--- config.mk ---
export PLATFORM = sky130hd
export DESIGN_NAME = biquad_highpass_filter_unit_flat
export DESIGN_NICKNAME = d
export VERILOG_FILES = /design/src/rtl/core/bhp_pkg.sv /design/src/rtl/core/bhp_if.sv /design/src/rtl/core/biquad_highpass_filter_unit.sv /design/src/flat_wrapper.sv
export VERILOG_INCLUDE_DIRS = /design/src /design/src/rtl/core
export SDC_FILE = /design/constraint.sdc
export NUM_CORES = 2
export LEC_CHECK = 0
export BUFFER_PORTS_ARGS = -buffer_cell sky130_fd_sc_hd__clkbuf_2
export CORE_UTILIZATION = 30
export DETAILED_ROUTE_END_ITERATION = 12
export HOLD_SLACK_MARGIN = 0.05
export MAX_ROUTING_LAYER = met4
export SYNTH_ARGS = -nofsm -noshare
export SYNTH_HDL_FRONTEND = slang
export SYNTH_SLANG_ARGS = --single-unit
--- constraint.sdc ---
create_clock -name clk -period 10.26 [get_ports clk]
set_input_delay 3.078 -clock clk [delete_from_list [all_inputs] [get_ports clk]]
set_output_delay 3.078 -clock clk [all_outputs]
set_load 0.02 [all_outputs]
--- src/rtl/core/biquad_highpass_filter_unit_macros.svh ---
// ---------------------------------------------------------------------------
// Biquad high-pass filter assertion macros
// Shared concurrent assertion forms, clocked on clk and quiet during reset.
// ---------------------------------------------------------------------------
`ifndef BIQUAD_HIGHPASS_FILTER_UNIT_MACROS_SVH
`define BIQUAD_HIGHPASS_FILTER_UNIT_MACROS_SVH

// The consequent must hold in the same cycle as the antecedent.
`define BHP_ASSERT_SAME(label, ante, cons, msg) \
	label: assert property (@(posedge clk) disable iff (!arst_n) (ante) |-> (cons)) \
		else $error(msg);

// The consequent must hold in the cycle after the antecedent.
`define BHP_ASSERT_NEXT(label, ante, cons, msg) \
	label: assert property (@(posedge clk) disable iff (!arst_n) (ante) |=> (cons)) \
		else $error(msg);

`endif

--- src/rtl/core/bhp_pkg.sv ---
// ---------------------------------------------------------------------------
// Biquad high-pass filter package
// Widths, register map, reset values and types shared by the filter files.
// ---------------------------------------------------------------------------
package bhp_pkg;

	// Sample and fixed-point formats.
	localparam int SAMPLE_BITS = 24;
	localparam int FRAC_BITS   = 16;
	localparam int COEF_FRAC   = 30;
	localparam int GAIN_BITS   = 31;
	localparam int COEF_BITS   = 34;
	localparam int X_BITS      = SAMPLE_BITS + FRAC_BITS + 2;
	localparam int Y_BITS      = SAMPLE_BITS + FRAC_BITS + 8;
	localparam int SCALE_SHIFT = COEF_FRAC - FRAC_BITS;

	// Shared multiplier: coefficient times one half of a history word.
	localparam int HALF_BITS  = Y_BITS / 2;
	localparam int MUL_A_BITS = COEF_BITS + 1;
	localparam int MUL_B_BITS = HALF_BITS + 1;
	localparam int PROD_BITS  = MUL_A_BITS + MUL_B_BITS;
	localparam int ACC_BITS   = PROD_BITS + HALF_BITS;
	localparam int Q_BITS     = Y_BITS - FRAC_BITS + 1;

	// Configuration port.
	localparam int CFG_DATA_BITS = 64;
	localparam int CFG_ADDR_BITS = 5;
	localparam int REG_IDX_BITS  = 2;

	typedef logic [REG_IDX_BITS-1:0]      reg_idx_t;
	typedef logic signed [SAMPLE_BITS-1:0] sample_t;
	typedef logic [GAIN_BITS-1:0]          gain_t;
	typedef logic signed [COEF_BITS-1:0]   coef_t;
	typedef logic signed [X_BITS-1:0]      xhist_t;
	typedef logic signed [Y_BITS-1:0]      yhist_t;
	typedef logic signed [MUL_A_BITS-1:0]  mul_a_t;
	typedef logic signed [MUL_B_BITS-1:0]  mul_b_t;
	typedef logic signed [PROD_BITS-1:0]   prod_t;
	typedef logic signed [ACC_BITS-1:0]    acc_t;
	typedef logic signed [Q_BITS-1:0]      qval_t;

	// Register map, by index; byte address is eight times the index.
	localparam reg_idx_t REG_GAIN    = 2'd0;
	localparam reg_idx_t REG_COEF_Y1 = 2'd1;
	localparam reg_idx_t REG_COEF_Y2 = 2'd2;

	// Register reset values.
	localparam gain_t GAIN_RESET    = 31'd1072549859;
	localparam coef_t COEF_Y1_RESET = 34'sd2145098399;
	localparam coef_t COEF_Y2_RESET = -34'sd1071359221;

	// Result limits.
	localparam sample_t SAMPLE_MAX = {1'b0, {(SAMPLE_BITS-1){1'b1}}};
	localparam sample_t SAMPLE_MIN = {1'b1, {(SAMPLE_BITS-1){1'b0}}};
	localparam yhist_t  Y_MAX      = {1'b0, {(Y_BITS-1){1'b1}}};
	localparam yhist_t  Y_MIN      = {1'b1, {(Y_BITS-1){1'b0}}};

endpackage

--- src/rtl/core/bhp_if.sv ---
// ---------------------------------------------------------------------------
// Biquad high-pass filter channels
// Valid/ready channels for input samples and filtered results.
// ---------------------------------------------------------------------------
interface bhp_in_if;
	logic             valid;
	logic             ready;
	bhp_pkg::sample_t sample_in;
	logic             packet_end;
	logic             keep_history;

	modport source (output valid, sample_in, packet_end, keep_history, input ready);
	modport sink (input valid, sample_in, packet_end, keep_history, output ready);
endinterface

interface bhp_out_if;
	logic             valid;
	logic             ready;
	bhp_pkg::sample_t filtered_out;
	logic             saturated;
	logic             packet_end_out;

	modport source (output valid, filtered_out, saturated, packet_end_out, input ready);
	modport sink (input valid, filtered_out, saturated, packet_end_out, output ready);
endinterface

--- src/rtl/core/biquad_highpass_filter_unit.sv ---
// ---------------------------------------------------------------------------
// Biquad high-pass filter unit
// Second-order high-pass recursion on seismic samples with one shared
// multiplier and accumulator under a step sequencer.
// ---------------------------------------------------------------------------
// Usage:
// sample_ch carries one request per sample (sample_in, packet_end,
// keep_history); result_ch returns one filtered sample per request with a
// saturation flag and a copy of packet_end. Coefficients are loaded through
// the APB port at byte addresses 0 (gain), 8 (c1) and 16 (c2).
// After a request is accepted, a result takes five passes through the
// shared 35x25 multiplier, one accumulator add per cycle, then a
// narrowing step and a rounding step. The unit takes one request at a
// time, so a new sample is accepted only once the sequencer is idle again.
// sample_ch.ready is high only while the sequencer idles; a finished
// result sits in the output register, so the next request can be accepted
// while it waits. If the receiver stalls and a second result is ready, the
// sequencer holds in its last step until the register frees.
// Reset loads the default coefficients and clears all history words.
// A packet-end sample without keep_history clears history after its result.
// ---------------------------------------------------------------------------
`include "biquad_highpass_filter_unit_macros.svh"

module biquad_highpass_filter_unit (
	input  logic                                 clk,
	input  logic                                 arst_n,
	input  logic                                 psel,
	input  logic                                 penable,
	input  logic                                 pwrite,
	input  logic [bhp_pkg::CFG_ADDR_BITS-1:0]    paddr,
	input  logic [bhp_pkg::CFG_DATA_BITS-1:0]    pwdata,
	output logic [bhp_pkg::CFG_DATA_BITS-1:0]    prdata,
	output logic                                 pready,
	bhp_in_if.sink                               sample_ch,
	bhp_out_if.source                            result_ch
);

	// Sequencer steps.
	localparam logic [3:0] ST_IDLE    = 4'd0;
	localparam logic [3:0] ST_MUL_X   = 4'd1;
	localparam logic [3:0] ST_MUL_Y2L = 4'd2;
	localparam logic [3:0] ST_MUL_Y2H = 4'd3;
	localparam logic [3:0] ST_MUL_Y1L = 4'd4;
	localparam logic [3:0] ST_MUL_Y1H = 4'd5;
	localparam logic [3:0] ST_ACC_Y1L = 4'd6;
	localparam logic [3:0] ST_ACC_Y1H = 4'd7;
	localparam logic [3:0] ST_NARROW  = 4'd8;
	localparam logic [3:0] ST_ROUND   = 4'd9;

	logic [3:0]        state_q;
	logic [3:0]        state_d;

	bhp_pkg::gain_t    gain_q;
	bhp_pkg::coef_t    coef_y1_q;
	bhp_pkg::coef_t    coef_y2_q;
	bhp_pkg::xhist_t   x_hist1_q;
	bhp_pkg::xhist_t   x_hist2_q;
	bhp_pkg::yhist_t   y_hist1_q;
	bhp_pkg::yhist_t   y_hist2_q;

	bhp_pkg::sample_t  sample_q;
	logic              pend_q;
	logic              keep_q;
	bhp_pkg::prod_t    prod_q;
	bhp_pkg::acc_t     acc_q;
	bhp_pkg::xhist_t   xn_q;
	bhp_pkg::yhist_t   yn_q;

	logic              out_valid_q;
	bhp_pkg::sample_t  filt_q;
	logic              sat_q;
	logic              pend_out_q;

	logic              accept;
	logic              out_free;
	logic              finish;
	logic              cfg_we;
	bhp_pkg::reg_idx_t cfg_idx;

	bhp_pkg::mul_a_t   mul_a;
	bhp_pkg::mul_b_t   mul_b;
	bhp_pkg::prod_t    prod_d;
	bhp_pkg::acc_t     addend;
	logic              acc_sub;
	bhp_pkg::acc_t     acc_sum;
	bhp_pkg::acc_t     acc_init;
	bhp_pkg::xhist_t   xn_d;
	bhp_pkg::acc_t     acc_shifted;
	logic [bhp_pkg::ACC_BITS-bhp_pkg::Y_BITS:0] acc_top;
	bhp_pkg::yhist_t   yn_d;
	bhp_pkg::qval_t    q_base;
	bhp_pkg::qval_t    q_rnd;
	logic [bhp_pkg::Q_BITS-bhp_pkg::SAMPLE_BITS:0] q_top;
	logic              q_fits;
	bhp_pkg::sample_t  res_d;

	// Handshakes.
	assign sample_ch.ready = (state_q == ST_IDLE);
	assign accept          = sample_ch.valid && (state_q == ST_IDLE);
	assign out_free        = !out_valid_q || result_ch.ready;
	assign finish          = (state_q == ST_ROUND) && out_free;

	assign result_ch.valid          = out_valid_q;
	assign result_ch.filtered_out   = filt_q;
	assign result_ch.saturated      = sat_q;
	assign result_ch.packet_end_out = pend_out_q;

	// Configuration port decode.
	assign pready  = 1'b1;
	assign cfg_we  = psel && penable && pwrite;
	assign cfg_idx = paddr[bhp_pkg::CFG_ADDR_BITS-1:bhp_pkg::CFG_ADDR_BITS-bhp_pkg::REG_IDX_BITS];

	always_comb begin
		unique case (cfg_idx)
			bhp_pkg::REG_GAIN:    prdata = bhp_pkg::CFG_DATA_BITS'(gain_q);
			bhp_pkg::REG_COEF_Y1: prdata = bhp_pkg::CFG_DATA_BITS'(coef_y1_q);
			bhp_pkg::REG_COEF_Y2: prdata = bhp_pkg::CFG_DATA_BITS'(coef_y2_q);
			default:              prdata = '0;
		endcase
	end

	// Sequencer: one step per cycle, holding in the last step while the
	// output register is still occupied.
	always_comb begin
		unique case (state_q)
			ST_IDLE:    state_d = accept ? ST_MUL_X : ST_IDLE;
			ST_MUL_X:   state_d = ST_MUL_Y2L;
			ST_MUL_Y2L: state_d = ST_MUL_Y2H;
			ST_MUL_Y2H: state_d = ST_MUL_Y1L;
			ST_MUL_Y1L: state_d = ST_MUL_Y1H;
			ST_MUL_Y1H: state_d = ST_ACC_Y1L;
			ST_ACC_Y1L: state_d = ST_ACC_Y1H;
			ST_ACC_Y1H: state_d = ST_NARROW;
			ST_NARROW:  state_d = ST_ROUND;
			ST_ROUND:   state_d = out_free ? ST_IDLE : ST_ROUND;
			default:    state_d = ST_IDLE;
		endcase
	end

	// Shared multiplier operands: the gain product first, then each
	// coefficient against the low and high halves of its history word.
	always_comb begin
		unique case (state_q)
			ST_MUL_X: begin
				mul_a = bhp_pkg::mul_a_t'({1'b0, gain_q});
				mul_b = bhp_pkg::mul_b_t'(sample_q);
			end
			ST_MUL_Y2L: begin
				mul_a = bhp_pkg::mul_a_t'(coef_y2_q);
				mul_b = {1'b0, y_hist2_q[bhp_pkg::HALF_BITS-1:0]};
			end
			ST_MUL_Y2H: begin
				mul_a = bhp_pkg::mul_a_t'(coef_y2_q);
				mul_b = bhp_pkg::mul_b_t'(y_hist2_q[bhp_pkg::Y_BITS-1:bhp_pkg::HALF_BITS]);
				mul_b[bhp_pkg::MUL_B_BITS-1] = y_hist2_q[bhp_pkg::Y_BITS-1];
			end
			ST_MUL_Y1L: begin
				mul_a = bhp_pkg::mul_a_t'(coef_y1_q);
				mul_b = {1'b0, y_hist1_q[bhp_pkg::HALF_BITS-1:0]};
			end
			ST_MUL_Y1H: begin
				mul_a = bhp_pkg::mul_a_t'(coef_y1_q);
				mul_b = bhp_pkg::mul_b_t'(y_hist1_q[bhp_pkg::Y_BITS-1:bhp_pkg::HALF_BITS]);
				mul_b[bhp_pkg::MUL_B_BITS-1] = y_hist1_q[bhp_pkg::Y_BITS-1];
			end
			default: begin
				mul_a = '0;
				mul_b = '0;
			end
		endcase
	end

	assign prod_d = bhp_pkg::PROD_BITS'(mul_a * mul_b);

	// Accumulator addend; each registered product is added in the step after
	// its multiply, and the scaled input goes in once the last product is in.
	always_comb begin
		acc_sub = 1'b0;
		case (state_q) inside
			ST_MUL_Y2L: begin
				addend  = bhp_pkg::acc_t'(x_hist1_q) <<< (bhp_pkg::COEF_FRAC + 1);
				acc_sub = 1'b1;
			end
			ST_MUL_Y2H, ST_MUL_Y1H: addend = bhp_pkg::acc_t'(prod_q);
			ST_MUL_Y1L, ST_ACC_Y1L: addend = bhp_pkg::acc_t'(prod_q) <<< bhp_pkg::HALF_BITS;
			ST_ACC_Y1H: addend = bhp_pkg::acc_t'(xn_q) <<< bhp_pkg::COEF_FRAC;
			default: addend = '0;
		endcase
	end

	assign acc_sum = acc_q + (addend ^ {bhp_pkg::ACC_BITS{acc_sub}})
		+ bhp_pkg::acc_t'(acc_sub);

	// Start value: x[n-2] in coefficient scale plus the rounding half.
	assign acc_init = (bhp_pkg::acc_t'(x_hist2_q) <<< bhp_pkg::COEF_FRAC)
		| (bhp_pkg::acc_t'(1) <<< (bhp_pkg::COEF_FRAC - 1));

	// Scaled input, rounded half up into the history format.
	assign xn_d = bhp_pkg::X_BITS'((prod_q + (bhp_pkg::prod_t'(1) <<< (bhp_pkg::SCALE_SHIFT - 1)))
		>>> bhp_pkg::SCALE_SHIFT);

	// New output back in history scale, saturated to the history width.
	assign acc_shifted = acc_q >>> bhp_pkg::COEF_FRAC;
	assign acc_top     = acc_shifted[bhp_pkg::ACC_BITS-1:bhp_pkg::Y_BITS-1];

	always_comb begin
		if ((&acc_top) || !(|acc_top)) begin
			yn_d = acc_shifted[bhp_pkg::Y_BITS-1:0];
		end else if (acc_shifted[bhp_pkg::ACC_BITS-1]) begin
			yn_d = bhp_pkg::Y_MIN;
		end else begin
			yn_d = bhp_pkg::Y_MAX;
		end
	end

	// Result: round off the fraction bits and clip to the sample width.
	assign q_base = bhp_pkg::Q_BITS'(yn_q >>> bhp_pkg::FRAC_BITS);
	assign q_rnd  = q_base + bhp_pkg::Q_BITS'(yn_q[bhp_pkg::FRAC_BITS-1]);
	assign q_top  = q_rnd[bhp_pkg::Q_BITS-1:bhp_pkg::SAMPLE_BITS-1];
	assign q_fits = (&q_top) || !(|q_top);

	always_comb begin
		if (q_fits) begin
			res_d = q_rnd[bhp_pkg::SAMPLE_BITS-1:0];
		end else if (q_rnd[bhp_pkg::Q_BITS-1]) begin
			res_d = bhp_pkg::SAMPLE_MIN;
		end else begin
			res_d = bhp_pkg::SAMPLE_MAX;
		end
	end

	// Control state, registers and history.
	always_ff @(posedge clk or negedge arst_n) begin
		if (!arst_n) begin
			state_q     <= ST_IDLE;
			out_valid_q <= 1'b0;
			gain_q      <= bhp_pkg::GAIN_RESET;
			coef_y1_q   <= bhp_pkg::COEF_Y1_RESET;
			coef_y2_q   <= bhp_pkg::COEF_Y2_RESET;
			x_hist1_q   <= '0;
			x_hist2_q   <= '0;
			y_hist1_q   <= '0;
			y_hist2_q   <= '0;
		end else begin
			state_q <= state_d;

			if (finish) begin
				out_valid_q <= 1'b1;
			end else if (result_ch.ready) begin
				out_valid_q <= 1'b0;
			end

			if (cfg_we) begin
				case (cfg_idx)
					bhp_pkg::REG_GAIN:    gain_q    <= pwdata[bhp_pkg::GAIN_BITS-1:0];
					bhp_pkg::REG_COEF_Y1: coef_y1_q <= pwdata[bhp_pkg::COEF_BITS-1:0];
					bhp_pkg::REG_COEF_Y2: coef_y2_q <= pwdata[bhp_pkg::COEF_BITS-1:0];
					default: ;
				endcase
			end

			if (finish) begin
				if (pend_q && !keep_q) begin
					x_hist1_q <= '0;
					x_hist2_q <= '0;
					y_hist1_q <= '0;
					y_hist2_q <= '0;
				end else begin
					x_hist2_q <= x_hist1_q;
					x_hist1_q <= xn_q;
					y_hist2_q <= y_hist1_q;
					y_hist1_q <= yn_q;
				end
			end
		end
	end

	// Datapath registers.
	always_ff @(posedge clk) begin
		if (accept) begin
			sample_q <= sample_ch.sample_in;
			pend_q   <= sample_ch.packet_end;
			keep_q   <= sample_ch.keep_history;
		end

		prod_q <= prod_d;

		if (state_q == ST_MUL_X) begin
			acc_q <= acc_init;
		end else begin
			acc_q <= acc_sum;
		end

		if (state_q == ST_MUL_Y2L) begin
			xn_q <= xn_d;
		end

		if (state_q == ST_NARROW) begin
			yn_q <= yn_d;
		end

		if (finish) begin
			filt_q     <= res_d;
			sat_q      <= !q_fits;
			pend_out_q <= pend_q;
		end
	end

	// A new request always starts the multiply sequence.
	`BHP_ASSERT_NEXT(a_accept_starts, sample_ch.valid && sample_ch.ready, state_q == ST_MUL_X, "accepted request did not start the sequence")

	// A saturated result sits exactly at one of the sample limits.
	`BHP_ASSERT_SAME(a_sat_at_limit, out_valid_q && sat_q, filt_q == bhp_pkg::SAMPLE_MAX || filt_q == bhp_pkg::SAMPLE_MIN, "saturated result is not at a limit")

	// Packet end without keep leaves all history words at zero.
	`BHP_ASSERT_NEXT(a_history_cleared, finish && pend_q && !keep_q, x_hist1_q == '0 && x_hist2_q == '0 && y_hist1_q == '0 && y_hist2_q == '0, "history not cleared at packet end")

	// A result only appears out of the rounding step.
	`BHP_ASSERT_SAME(a_result_source, $rose(out_valid_q), $past(state_q) == ST_ROUND, "result appeared outside the rounding step")

endmodule

--- src/flat_wrapper.sv ---
// flat-port wrapper written by rule: the top's interface ports become plain ports
module biquad_highpass_filter_unit_flat 
  (clk, arst_n, psel, penable, pwrite, paddr, pwdata, prdata, pready, sample_ch_valid, sample_ch_sample_in, sample_ch_packet_end, sample_ch_keep_history, sample_ch_ready, result_ch_valid, result_ch_filtered_out, result_ch_saturated, result_ch_packet_end_out, result_ch_ready);
  bhp_in_if sample_ch_i ();
  bhp_out_if result_ch_i ();
  input  logic clk;
  input  logic arst_n;
  input  logic psel;
  input  logic penable;
  input  logic pwrite;
  input  logic [bhp_pkg::CFG_ADDR_BITS-1:0] paddr;
  input  logic [bhp_pkg::CFG_DATA_BITS-1:0] pwdata;
  output logic [bhp_pkg::CFG_DATA_BITS-1:0] prdata;
  output logic pready;
  input wire logic [$bits(sample_ch_i.valid)-1:0] sample_ch_valid;
  input wire logic [$bits(sample_ch_i.sample_in)-1:0] sample_ch_sample_in;
  input wire logic [$bits(sample_ch_i.packet_end)-1:0] sample_ch_packet_end;
  input wire logic [$bits(sample_ch_i.keep_history)-1:0] sample_ch_keep_history;
  output wire logic [$bits(sample_ch_i.ready)-1:0] sample_ch_ready;
  output wire logic [$bits(result_ch_i.valid)-1:0] result_ch_valid;
  output wire logic [$bits(result_ch_i.filtered_out)-1:0] result_ch_filtered_out;
  output wire logic [$bits(result_ch_i.saturated)-1:0] result_ch_saturated;
  output wire logic [$bits(result_ch_i.packet_end_out)-1:0] result_ch_packet_end_out;
  input wire logic [$bits(result_ch_i.ready)-1:0] result_ch_ready;
  assign sample_ch_i.valid = sample_ch_valid;
  assign sample_ch_i.sample_in = sample_ch_sample_in;
  assign sample_ch_i.packet_end = sample_ch_packet_end;
  assign sample_ch_i.keep_history = sample_ch_keep_history;
  assign sample_ch_ready = sample_ch_i.ready;
  assign result_ch_valid = result_ch_i.valid;
  assign result_ch_filtered_out = result_ch_i.filtered_out;
  assign result_ch_saturated = result_ch_i.saturated;
  assign result_ch_packet_end_out = result_ch_i.packet_end_out;
  assign result_ch_i.ready = result_ch_ready;
  biquad_highpass_filter_unit u_core (.clk(clk), .arst_n(arst_n), .psel(psel), .penable(penable), .pwrite(pwrite), .paddr(paddr), .pwdata(pwdata), .prdata(prdata), .pready(pready), .sample_ch(sample_ch_i), .result_ch(result_ch_i));
endmodule
* After elaboration in Yosys (flattened, before gate mapping)
Cells that the tools add are included.
Widths: inputs -> output; s select.
** Word-level totals
- Register bits after elaboration :: 570
- Logic and storage cells :: 86
- Latch bits :: 0
- ROM bits :: 0
- RAM bits :: 0
- Output and inout port bits :: 93
- Memories :: 0
- Input port bits :: 102
** Cells by class
- $lt $le $gt $ge :: 0
- Eq/ne operators :: 11
- Bitwise operators :: 1
- Add/sub/neg operators :: 4
- Multipliers :: 1
- Shift-type cells :: 0
- Reductions and logical operators :: 27
- Multiplexer cells :: 22
- Divide/modulo/power cells :: 0
** Operators with widths (number)
- $mux 84 :: 5
- $mux 48 :: 4
- $pmux 64 s3 :: 1
- $pmux 25 s5 :: 1
- $pmux 35 s3 :: 1
- $add 84x1->84 :: 1
- $add 84x84->84 :: 1
- $mux 42 :: 2
- $xor 84x84->84 :: 1
- $mul 35x25->60 :: 1
- $add 56x15->56 const B :: 1
- $mux 24 :: 2
- $pmux 4 s10 :: 1
- $add 32x1->33 :: 1
- $eq 4x3->1 const B :: 4
- $reduce_and 10->1 :: 1
- $reduce_or 10->1 :: 1
- $eq 4x2->1 const B :: 2
- $eq 4x4->1 const B :: 2
- $reduce_or 2->1 :: 4
- $reduce_and 7->1 :: 1
- $reduce_or 7->1 :: 1
- $reduce_and 2->1 :: 3
- $logic_and 1x1->1 :: 5
- 10 further kinds :: 19

* Depth between registers and ports, before layout
- Depth in word-level cells :: 9
- Gate-level depth with buffers :: 36
- Depth with buffers taken out :: 32

* Least setup slack after synthesis
Ideal clock, no wire load.
- Path type :: flip-flop to flip-flop
- Start :: register u_core.state_q[0]
- End :: register u_core.prod_q[46]
- Period minus slack after synthesis :: 9.474 ns
- Buffers on the path :: 5
- Arrival :: 9.349 ns
- Cell stages (with the launch flop) :: 33
- Library setup time :: 0.124 ns
- Slack :: 0.786 ns
- Required time :: 10.136 ns
- Cells stage by stage :: dfrtp_1 -> clkbuf_1 -> nand2b_1 -> or3_1 -> inv_1 -> clkbuf_1 -> buf_1 -> nand2_1 -> nand3_1 -> clkbuf_1 -> nand2_1 -> fa_1 -> inv_1 -> fa_1 -> inv_1 -> fa_1 -> fa_1 -> inv_1 -> fa_1 -> fa_1 -> fa_1 -> ha_1 -> clkbuf_1 -> a21o_1 -> a211oi_1 -> nand2_1 -> a221o_1 -> a211oi_1 -> o41ai_2 -> a21oi_1 -> o21bai_1 -> a21oi_1 -> xnor2_1
** Between the ends
- Word-level cells in the longest chain between the ends :: 4
- Elaborated cells between the ends (all ways) :: 10
- Those cells by class :: mul: 1; eq/ne: 5; mux: 2; reduce/logical: 2
** Ends and longest elaborated chain
- from (decl) :: line biquad_highpass_filter_unit.sv:50 : logic [3:0] state_q;
- from (signal assigned) :: line biquad_highpass_filter_unit.sv:245 : state_q <= state_d;
- $eq 4x3->1 or $eq 4x2->1 (tied branches) :: line biquad_highpass_filter_unit.sv:143 : unique case (state_q)
- $reduce_or 2->1 (no source line)
- $pmux 35 s3 :: line biquad_highpass_filter_unit.sv:143
- $mul 35x25->60 (*) :: line biquad_highpass_filter_unit.sv:173 : assign prod_d = bhp_pkg::PROD_BITS'(mul_a * mul_b);
- net u_core.prod_d[46] :: line biquad_highpass_filter_unit.sv:82 : bhp_pkg::prod_t prod_d;
- to (signal assigned) :: line biquad_highpass_filter_unit.sv:286 : prod_q <= prod_d;
- to (decl) :: line biquad_highpass_filter_unit.sv:64 : bhp_pkg::prod_t prod_q;
Mark *: on every way through the listed nets, which the timed path passes. The rest lies on a longest branch.
A chain may end at the register's enable or synchronous reset.

* Worst setup path in the final report
- Start :: register u_core.state_q[0]
- End :: register u_core.prod_q[58]
Same word-level chain as after synthesis.

==> reports/summary.txt <==
====================================================================================================
CP Data Required Time                                                                       10.85 ns
Detailed-router iteration count before antenna repair                                              8
Area share of and/or/nand/nor cells after synthesis                                            17.3%
Chip Height                                                                                   450 um
Wirelength per Cell                                                                          21.7 um
Initial antenna violation count                                                                    8
Worst hold path cell count                                                                         2
Core footprint                                                                          199,000 sq um
Final ANT Viol Nets                                                                                0
Post-Synthesis Cells                                                                           6,716
Dominant combinational cell family by area after synthesis                               adder cells
RSZ-0062 raised after global routing                                                              no
GRT Resource Usage Total                                                                       20.7%
Crit share post-route                                                                          96.3%
Max Cap Violations                                                                                 0
Destination of the worst register-to-register timing path                               u_core.prod_q[58]
Area of the multi-input gates                                                           41,000 sq um
Post-placement cell count                                                                      9,244
Count of placed standard cells in the final layout, fillers left out                           9,380
Sequential fraction of the synthesis area                                                      23.8%
Slew HR                                                                                        13.0%
Commonest register cell after synthesis                                                      dfrtp_1
Maximum number of pins on one net before global-route repair                                     118
Number of warning messages in the yosys log                                                        0
Post-synth cell types                                                                             98
Syn Nets                                                                                       7,967
Width of the die                                                                              450 um
Number of post-CTS setup repair buffers                                                            0
Startpoint of the worst register-to-register path                                       u_core.state_q[0]
Total clock sinks                                                                                570
Root buf cell                                                                              clkbuf_16
Least-Margin Pin Slew                                                                        1.31 ns
Register Area                                                                           14,300 sq um
Average cell area after synthesis                                                         8.96 sq um
Global route overflow                                                                              0
Worst-case clock skew                                                                      0.0411 ns
Via/cell ratio                                                                                  5.13
Area growth, synth to finish                                                                   10.3%
Clock buffer count from CTS                                                                       72
Final count of pins violating max slew                                                             0
Post-layout util                                                                               33.3%
Class of the tightest hold or removal check                                             register to register
Overall routed net length                                                                 203,000 um
Critical Path Slowest Stage Cell                                                             dfrtp_1
Final number of setup-violating endpoints                                                          0
Overall die area                                                                        202,000 sq um
Total vias in the final route                                                                 48,100
Rows                                                                                             164
Async S/R FF share, synth                                                                      49.8%
Initial core utilization                                                                       30.2%
Setup TNS Final                                                                                 0 ns
Slowest cell delay on critical path                                                          0.72 ns
Share of the synthesized area in compound gates (AO/OA/AOI/OAI)                                10.5%
Layout fillers                                                                                20,700
Max frequency                                                                                101 MHz
Worst Path Max Fanout                                                                             37
Clock tree from TritonCTS                                                                       done
Multiplexer share of the synthesized area                                                      2.49%
DRC marker count from the first detailed-route iteration                                       4,278
Critical path data arrival time                                                             10.48 ns
Maximum number of buffers from clock root to sink                                                  3
Type of element capturing the critical path                                                 register
H-tree depth reported by CTS                                                                       3
Share of layout cells above drive strength 1                                                   9.87%
Number of cells on the worst reg-to-reg path                                                      30
Termination of the worst setup path                                                     u_core.prod_q[58]
Cell Area, Synth                                                                        60,200 sq um
Clock Latency Late Sink                                                                      0.70 ns
R2r setup slk                                                                                0.37 ns
Final-stage net count                                                                          7,913
Clock-pin slew reported for the worst setup and hold paths after clock tree synthesis        0.06 ns
Number of flops mapped to enable cells by yosys                                                  142
Register bit count reported by yosys                                                             570
Count of instances resized after the clock tree is built                                           0
Category of the critical setup timing path                                              register to register
Number of port buffers                                                                           160
I/O pins                                                                                         195
Min Clock Period, post-route                                                                 9.89 ns
Hold-fix buffer count after cts                                                                    0
Detail Placement HPWL                                                                     161,000 um
Area share of xor/xnor cells in the synthesized design                                         2.81%
Number of DRC violations after detailed routing                                                    0
Top cell by count, worst path                                                                   fa_1
Worst setup SP type                                                                         register
Global-route wire length before repair                                                    310,000 um
Placer congestion estimate                                                                     0.961
Outcome                                                                                 finished, final reports clean
Vias in the first global route                                                                49,200
Worst setup path startpoint                                                             u_core.state_q[0]
Final hold viol count                                                                              0
Adder and majority gate portion of the synthesized area                                        34.8%
====================================================================================================
[cell families after synthesis]
| group | Yosys count |
|---|---|
| multiplexers | 137 |
| AND/OR/NAND/NOR | 2409 |
| buffers and inverters | 1293 |
| flip-flops | 570 |
| other | 1 |
| AO/OA/AOI/OAI | 964 |
| adder cells (fa/ha/maj) | 1149 |
| XOR/XNOR | 193 |
[Yosys cell counts, drive strengths merged, types with 24 or more instances]
library cell	number	share of area, %
nand4	70	0.74
dfxtp	144	4.8
o211ai	32	0.42
and2	68	0.71
clkbuf	345	2.2
a221o	40	0.67
a31oi	24	0.25
and3	27	0.28
ha	275	5.7
dfrtp	224	9.3
nand3	260	2.2
nand2	1140	7.1
nor2	651	4.1
nor3	46	0.47
mux2	100	1.9
xor2	56	0.81
o21bai	28	0.35
o21a	28	0.35
o21ai	265	2.2
a21o	109	1.4
edfxtp	142	7.1
buf	82	0.78
inv	866	5.4
xnor2	137	2.0
fa	874	29
a22oi	67	0.84
a21oi	227	1.9
nand2b	33	0.34
dfstp	60	2.6
mux2i	37	0.62
[per-stage QoR]
stage / hold WS [ns] / area [sq um] / worst slack (ns)
floorplan: 0.428 / 60200 / 0.786
global route: 0.484 / 66400 / 0.00943
CTS: 0.448 / 66400 / 0.477
global placement: 0.449 / 63900 / 0.642
finish: 0.461 / 66400 / 0.375
detailed placement: 0.453 / 63900 / 0.566
[registers in the layout (all words and copies together) (netlist names), 4 cells and up]
name	flops
u_core.xn_q	42
u_core.state_q	4
u_core.result_ch.filtered_out	24
u_core.x_hist1_q	42
u_core.coef_y2_q	34
u_core.y_hist1_q	48
u_core.sample_q	24
u_core.y_hist2_q	48
u_core.gain_q	31
u_core.x_hist2_q	42
u_core.yn_q	48
u_core.coef_y1_q	34
u_core.acc_q	84
u_core.prod_q	60
[critical path: cells and delay by family (launching register included)]
family / cells / cell delay, ns
adder cells (fa/ha/maj): 8 / 4.00
AO/OA/AOI/OAI: 10 / 2.33
AND/OR/NAND/NOR: 4 / 1.66
buffers and inverters: 7 / 0.80
flip-flops: 1 / 0.72
XOR/XNOR: 1 / 0.16
[placed cells by master (no fill, tap or decap), drive strengths merged, types with 140 or more instances in the layout]
master	n
nand2	1140
fa	874
inv	871
nor2	651
ha	275
o21ai	265
nand3	260
clkbuf	258
a21oi	227
dfrtp	224
dfxtp	144
edfxtp	142
buf	140
[area by class of cell]
type	count	share of cell area [%]
diodes	4	0.0151
repair buffers	299	2.94
multi-input cells	4853	61.8
clock inverters	33	0.662
inverters	866	4.91
flip-flops and latches	570	21.6
clock buffers	99	3.08
well taps	2656	5.01
[worst min path at each step]
stage | startpoint | to | slack, ns
floorplan | u_core.pend_q | u_core.result_ch.packet_end_out | 0.43
detailed placement | u_core.yn_q[2] | u_core.y_hist1_q[2] | 0.45
global route | u_core.yn_q[5] | u_core.y_hist1_q[5] | 0.48
finish | u_core.yn_q[0] | u_core.y_hist1_q[0] | 0.46
CTS | u_core.yn_q[0] | u_core.y_hist1_q[0] | 0.45
global placement | u_core.y_hist2_q[47] | u_core.y_hist2_q[47] | 0.45
[metal layers]
layer	vias to the layer above	track usage (%)	wire [um]
li1	21500	-	-
met1	24500	27.0	85800
met2	1765	32.1	94800
met3	362	3.23	14200
met4	0	8.03	8610
met5	-	-	0
Power is left out: the tool's default activity adds up to more than one toggle a clock period on the data nets, which glitch-free logic cannot reach.
